## src/hdl/salc_pkg.sv

```systemverilog
// ----------------------------------------------------------------------------
// salc_pkg
// Shared constants, codes and control types of the set-associative cache.
// ----------------------------------------------------------------------------
package salc_pkg;

  localparam int unsigned SetBitsDef      = 6;
  localparam int unsigned WaysDef         = 4;
  localparam int unsigned LineWordBitsDef = 3;

  // Operation codes.
  localparam logic [1:0] OpRead  = 2'd0;
  localparam logic [1:0] OpWrite = 2'd1;
  localparam logic [1:0] OpFill  = 2'd2;
  localparam logic [1:0] OpFlush = 2'd3;

  // Access size codes; the reserved size stores nothing on a write and reads all ones.
  localparam logic [1:0] SizeByte = 2'd0;
  localparam logic [1:0] SizeHalf = 2'd1;
  localparam logic [1:0] SizeWord = 2'd2;
  localparam logic [1:0] SizeRsvd = 2'd3;

  // Result kinds.
  localparam logic KindRead  = 1'b0;
  localparam logic KindFlush = 1'b1;

  // Commands from the controller to the datapath.
  typedef struct packed {
    logic clear;     // reset one set record during the clearing pass
    logic capture;   // latch the input beat and read the set record
    logic data_rd;   // read one data word into the registered read port
    logic update;    // perform read reply or write/fill update
    logic out_load;  // load the output register from the datapath
    logic invalidate;// clear the valid bit of the flushed line
  } ctrl_cmd_t;

  // Status from the datapath to the controller.
  typedef struct packed {
    logic [1:0] op;
    logic       victim_valid;
    logic       flush_last;
    logic       clear_last;
  } dp_stat_t;

endpackage

```

## src/hdl/salc_ctrl.sv

```systemverilog
// ----------------------------------------------------------------------------
// salc_ctrl
// Controller state machine: sequences lookup, update and flush beats.
// ----------------------------------------------------------------------------
module salc_ctrl
  import salc_pkg::*;
(
  input  logic       clk_i,
  input  logic       rst_ni,
  input  logic       in_valid_i,
  output logic       in_ready_o,
  input  logic       out_ready_i,
  output logic       out_valid_o,
  input  dp_stat_t   stat_i,
  output ctrl_cmd_t  cmd_o
);

  localparam logic [2:0] StInit     = 3'd0;
  localparam logic [2:0] StIdle     = 3'd1;
  localparam logic [2:0] StLookup   = 3'd2;
  localparam logic [2:0] StAccess   = 3'd3;
  localparam logic [2:0] StFlushRd  = 3'd4;
  localparam logic [2:0] StFlushOut = 3'd5;

  logic [2:0] state_q, state_d;
  logic       out_valid_q, out_valid_d;
  logic       out_free;

  // The output register can take a new beat when empty or being drained.
  assign out_free    = !out_valid_q || out_ready_i;
  assign out_valid_o = out_valid_q;
  assign in_ready_o  = (state_q == StIdle);

  // Next-state and command logic.
  always_comb begin
    state_d     = state_q;
    out_valid_d = out_valid_q && !out_ready_i;
    cmd_o       = '0;
    unique case (state_q)
      StInit: begin
        // Clearing pass over the set records after reset.
        cmd_o.clear = 1'b1;
        if (stat_i.clear_last) begin
          state_d = StIdle;
        end
      end
      StIdle: begin
        if (in_valid_i) begin
          cmd_o.capture = 1'b1;
          state_d       = StLookup;
        end
      end
      StLookup: begin
        if (stat_i.op == OpFlush) begin
          if (stat_i.victim_valid) begin
            state_d = StFlushRd;
          end else begin
            state_d = StIdle;
          end
        end else begin
          cmd_o.data_rd = 1'b1;
          state_d       = StAccess;
        end
      end
      StAccess: begin
        if (stat_i.op == OpRead) begin
          if (out_free) begin
            cmd_o.update   = 1'b1;
            cmd_o.out_load = 1'b1;
            out_valid_d    = 1'b1;
            state_d        = StIdle;
          end
        end else begin
          cmd_o.update = 1'b1;
          state_d      = StIdle;
        end
      end
      StFlushRd: begin
        // Word read into the registered memory port.
        cmd_o.data_rd = 1'b1;
        state_d       = StFlushOut;
      end
      StFlushOut: begin
        if (out_free) begin
          cmd_o.out_load = 1'b1;
          out_valid_d    = 1'b1;
          if (stat_i.flush_last) begin
            cmd_o.invalidate = 1'b1;
            state_d          = StIdle;
          end else begin
            state_d = StFlushRd;
          end
        end
      end
      default: state_d = StIdle;
    endcase
  end

  // State registers.
  always_ff @(posedge clk_i or negedge rst_ni) begin
    if (!rst_ni) begin
      state_q     <= StInit;
      out_valid_q <= 1'b0;
    end else begin
      state_q     <= state_d;
      out_valid_q <= out_valid_d;
    end
  end

endmodule

```

## config.mk

```make
export PLATFORM = sky130hd
export DESIGN_NAME = salc_ctrl
export DESIGN_NICKNAME = d
export VERILOG_FILES = /design/src/hdl/salc_pkg.sv /design/src/hdl/salc_ctrl.sv
export SDC_FILE = /design/constraint.sdc
export NUM_CORES = 1
export LEC_CHECK = 0
export ABC_AREA = 1
export BUFFER_PORTS_ARGS = -buffer_cell sky130_fd_sc_hd__clkbuf_2
export CORE_AREA = 2 2 39 41
export DETAILED_ROUTE_END_ITERATION = 7
export DIE_AREA = 0 0 41 43
export HOLD_SLACK_MARGIN = 0.02
export PLACE_DENSITY = 0.57
export SETUP_SLACK_MARGIN = 0.02
export SYNTH_ARGS = -nofsm -noshare
export SYNTH_HDL_FRONTEND = slang
export SYNTH_SLANG_ARGS = --single-unit
```

## constraint.sdc

```tcl
create_clock -name clk_i -period 2.1 [get_ports clk_i]
set_input_delay 0.105 -clock clk_i [delete_from_list [all_inputs] [get_ports clk_i]]
set_output_delay 0.105 -clock clk_i [all_outputs]
set_load 0.005 [all_outputs]
```

# ---- After elaboration in Yosys (flattened, before gate mapping)
# Cells that the tools add are included.
dict set report totals {
  register_bits 4
  out_inout_bits 8
}
dict set report classes {
  eq_ne 10
  muxes 25
  reduce_logical 7
}
# operator count
set op_table {}
lappend op_table {{two-way mux 3 bit} 8}
lappend op_table {{one-hot mux 3 bit (6 select lines)} 1}
lappend op_table {{two-way mux 1 bit} 11}
lappend op_table {{== test 3 x 2 -> 1 bit, second input constant} 2}
lappend op_table {{== test 3 bit, second input constant} 2}
lappend op_table {{inequality test 2 bit, second input constant} 3}
lappend op_table {{one-hot mux 1 bit (2 select lines)} 3}
lappend op_table {{two-way mux 2 bit} 2}
lappend op_table {{AND reduction 4 bit} 1}
lappend op_table {{== test 3 x 1 -> 1 bit, second input constant} 1}
lappend op_table {{zero test 3 bit} 1}
lappend op_table {{inequality test 3 bit, second input constant} 1}
lappend op_table {{== test 2 bit, second input constant} 1}
lappend op_table {{zero test 1 bit} 2}
lappend op_table {{zero test 2 bit} 1}
lappend op_table {{logical AND 1 bit} 1}
lappend op_table {{logical OR 1 bit} 1}

# ---- Depth between registers and ports, before layout
dict set report logic_depth {
  depth_word 5
  mapped_depth 8
}

# ---- Worst setup path after synthesis
# OpenSTA, ideal clock, no wires.
dict set report synth_path {
  path_type {reg2reg}
  startpoint {reg state_q[2]}
  endpoint {reg state_q[1]}
  setup_time_ns 0.066
  arrival_ns 1.020
  required_time_ns 2.034
  path_slack_ns 1.013
  path_stages_with_launch 9
  n_path_buf 1
  synth_period_minus_slack_ns 1.087
  cell_sequence {dfrtp_1 > buf_6 > inv_1 > nand2_1 > nor2_1 > nand2_1 > nand2_1 > nand3_1 > nand2_1}
}
dict set report synth_via {
  elab_chain_cells 3
  word_cells_on_any_way 12
  classes_between {eq/ne (9); mux (1); reduce/logical (2)}
}
# item line
set synth_lines {}
lappend synth_lines {{start, declared} salc_ctrl.sv:25} ;# logic [2:0] state_q, state_d;
lappend synth_lines {{start signal, assigned} salc_ctrl.sv:102} ;# state_q <= StInit;
lappend synth_lines {{start signal, assigned} salc_ctrl.sv:105} ;# state_q <= state_d;
lappend synth_lines {{== test 3 x 2 -> 1 bit (tied with other cells)} salc_ctrl.sv:39} ;# unique case (state_q)
lappend synth_lines {{inequality test 3 bit (no source line) / inequality test 2 bit (equally long branches)} -}
lappend synth_lines {{AND reduction 4 bit (no source line)} -}
# Several ways; a longest one is shown, not always the timed one.
# A chain may end at the register's enable or synchronous reset.

==> flow_summary.yaml <==
outcome:
  status: "finished, final reports clean"
route:
  postRouteAntennaNets: 0
  vias_per_cell: 4.46
  drc_errors: 0
  wl_per_cell_um: 9.00
  dr.pass1.iters: 4
  initialDrtViolationCount: 6
  dr_total_vias: 428
  routed_wl_um: 864
sta:
  worstMarginPinSlew_ns: 0.435
  drv_slew: 0
  hold_viol_final: 0
  finalSetupViolCount: 0
  holdWs_ns: 0.0810
  fmax_mhz: 678
  rsz0062_at_grt: "no"
  fin_crit_ns: 1.47
  post-route-period-util: 0.702
  skew_ns: 0.00278
  fin_setup_tns_ns: 0
  relSlewSlack: 0.709
synth:
  syn-instance-count: 61
  synth_fa_ha_area_frac: 0
  synthSimpleGateAreaFrac: 0.566
  syn-num-nets: 70
  ys_seq_area_frac: 0.269
  synth-compound-area-share: 0.0337
  muxShareOfSynthArea: 0
  syn_area_per_cell_um2: 6.09
  synth_cell_types: 15
  synth-xor-area-share: 0
  synth_top_area_share: 0.269
  synth_top_family_by_area: "simple AND/OR/NAND/NOR gates"
  synthTopCellsByArea: "dfrtp_1 (27%), nand2_1 (17%), nand3_1 (16%), inv_1 (9.1%), nor2_1 (7.1%)"
  synth-seq-cells: 4
  netlist_area_um2: 372
  synth_largest_area_cell: "dfrtp_1"
  ys_warn_count: 0
layout:
  final_cell_mix: "nand2_1 (17), clkbuf_2 (16), nand3_1 (12)"
  nFillCells: 158
  layout-area-overhead-vs-synth_pct: 32.7
  regArea_um2: 100
  multi_input_area_um2: 223
  antennaDiodeCount: 0
  drive_gt1_frac: 0.325
  nets: 91
  final_common_cell: "nand2_1"
floorplan:
  io-pin-count: 17
  die_area_mm2: 0.00176
  num_rows: 14
  fp.dieW_um: 41
  initial_utilization: 0.269
  fp.coreArea_mm2: 0.00138
  fp.dieH_um: 43
grt:
  globalRouteOverflowTotal: 0
  grt_max_degree: 9
  grt_pass1_vias: 395
  grt_pass1_wl_um: 1430
  antenna_found_initial: 0
  grt_usage: 0.115
cts:
  cts_tree: "built"
  cts_root_buf: "clkbuf_4"
  cts_resized: 0
  cts.clk_slew.worst_paths_ns: 0.04
  ctsHtreeMaxLevel: 1
  cts_inserted_buffers: 3
  clockBufferDepth: 2
  insertion_delay_ns: 0.23
  cts.sinks: 4
worst_setup_path:
  start_kind: "register"
  endpoint_kind: "output port"
  crit_fanout: 8
  path_class: "register to output port"
  required_ns: 2.00
  critPathArrivalTime_ns: 1.37
place:
  port_buffers: 16
  detailedPlacementHpwl_um: 714
  gp_congestion: 0.787
run:
  drv_cap: 0
pwr:
  power_density_mw_per_mm2: 1110
  peakVddDrop_mv: 0.326
  p_leak_nw: 0.313
hold_path:
  hold_path.class: "primary input to register"
## final timing paths
path                        startpoint          end  slack, ns  cells after the start
setup / recovery            state_q[2]     cmd_o[3]       0.63                      6
hold / removal             out_ready_i  out_valid_o       0.08                      2
setup reg to reg            state_q[2]   state_q[1]       0.87                      7
hold reg to reg            out_valid_o  out_valid_o       0.57                      2
max in group asynchronous       rst_ni   state_q[1]       1.76                      2
min in group asynchronous       rst_ni   state_q[0]       0.21                      2
## through the flow
| step | setup WS [ns] | utilization | area [um2] | total power [mW] | instances |
|---|---|---|---|---|---|
| 2_1_floorplan | 1.01 | - | 372 | 0.356 | 61 |
| 3_3_place_gp | 0.883 | 0.333 | 460 | 0.453 | 92 |
| 3_5_place_dp | 0.871 | 0.333 | 460 | 0.455 | 92 |
| 4_1_cts | 0.626 | 0.356 | 493 | 0.552 | 96 |
| 5_1_grt | 0.525 | 0.356 | 493 | 0.606 | 96 |
| 6_report | 0.626 | 0.356 | 493 | 0.548 | 96 |
## per-layer routing
metal,vias to the layer above,share of wire,global-route usage
li1,229,-,-
met1,187,0.46,0.146
met5,-,0,0
met4,0,0,0.0600
met3,0,0.037,0.0157
met2,12,0.51,0.178
## report_power, final
part	switching (mW)	total [mW]	leakage, nW	internal (mW)
Sequential	0.0423	0.146	0.0519	0.104
Clock	0.0299	0.0937	0.0138	0.0638
Combinational	0.182	0.308	0.247	0.126
Total	0.254	0.548	0.313	0.294
## area by class of cell
cell class | instances | area share
Clock buffer | 3 | 0.0457
Inverter | 10 | 0.0761
Multi-Input combinational cell | 46 | 0.452
Sequential cell | 4 | 0.203
Tap cell | 16 | 0.0406
Timing Repair Buffer | 17 | 0.183
## worst max-delay path: stages (launching register included)
cell      delay [ns]
dfrtp_1         0.47
inv_1           0.17
nand2_1         0.06
nor2_1          0.17
nand2_1         0.09
nand2_1         0.07
clkbuf_2        0.10
## cell families (layout without fill, tap and decap cells)
kind of cell / after synthesis / count (layout)
flip-flops: 4 / 4
AO/OA/AOI/OAI: 2 / 2
AND/OR/NAND/NOR: 44 / 44
buffers and inverters: 11 / 30
## sequential cells by signal (all words and copies together), names as in the netlist
register,flops
state_q,3
out_valid_o,1
## synthesized netlist by cell type
| cell type | instances |
|---|---|
| nor3_1 | 1 |
| buf_6 | 1 |
| o21ai_0 | 1 |
| nand3b_1 | 1 |
| nand2_2 | 3 |
| a21boi_0 | 1 |
| nor2_1 | 7 |
| nand2_1 | 17 |
| nor2_4 | 1 |
| nor2_2 | 1 |
| inv_2 | 1 |
| nand3_1 | 12 |
| nand2_4 | 1 |
| dfrtp_1 | 4 |
| inv_1 | 9 |
## repair_timing
item                       CTS  global route
hold buffers                 1             0
setup endpoints to repair    0             0
buffers inserted             0             0
hold endpoints to repair     4             0
Note: power is estimated with default switching activity, not from simulation.
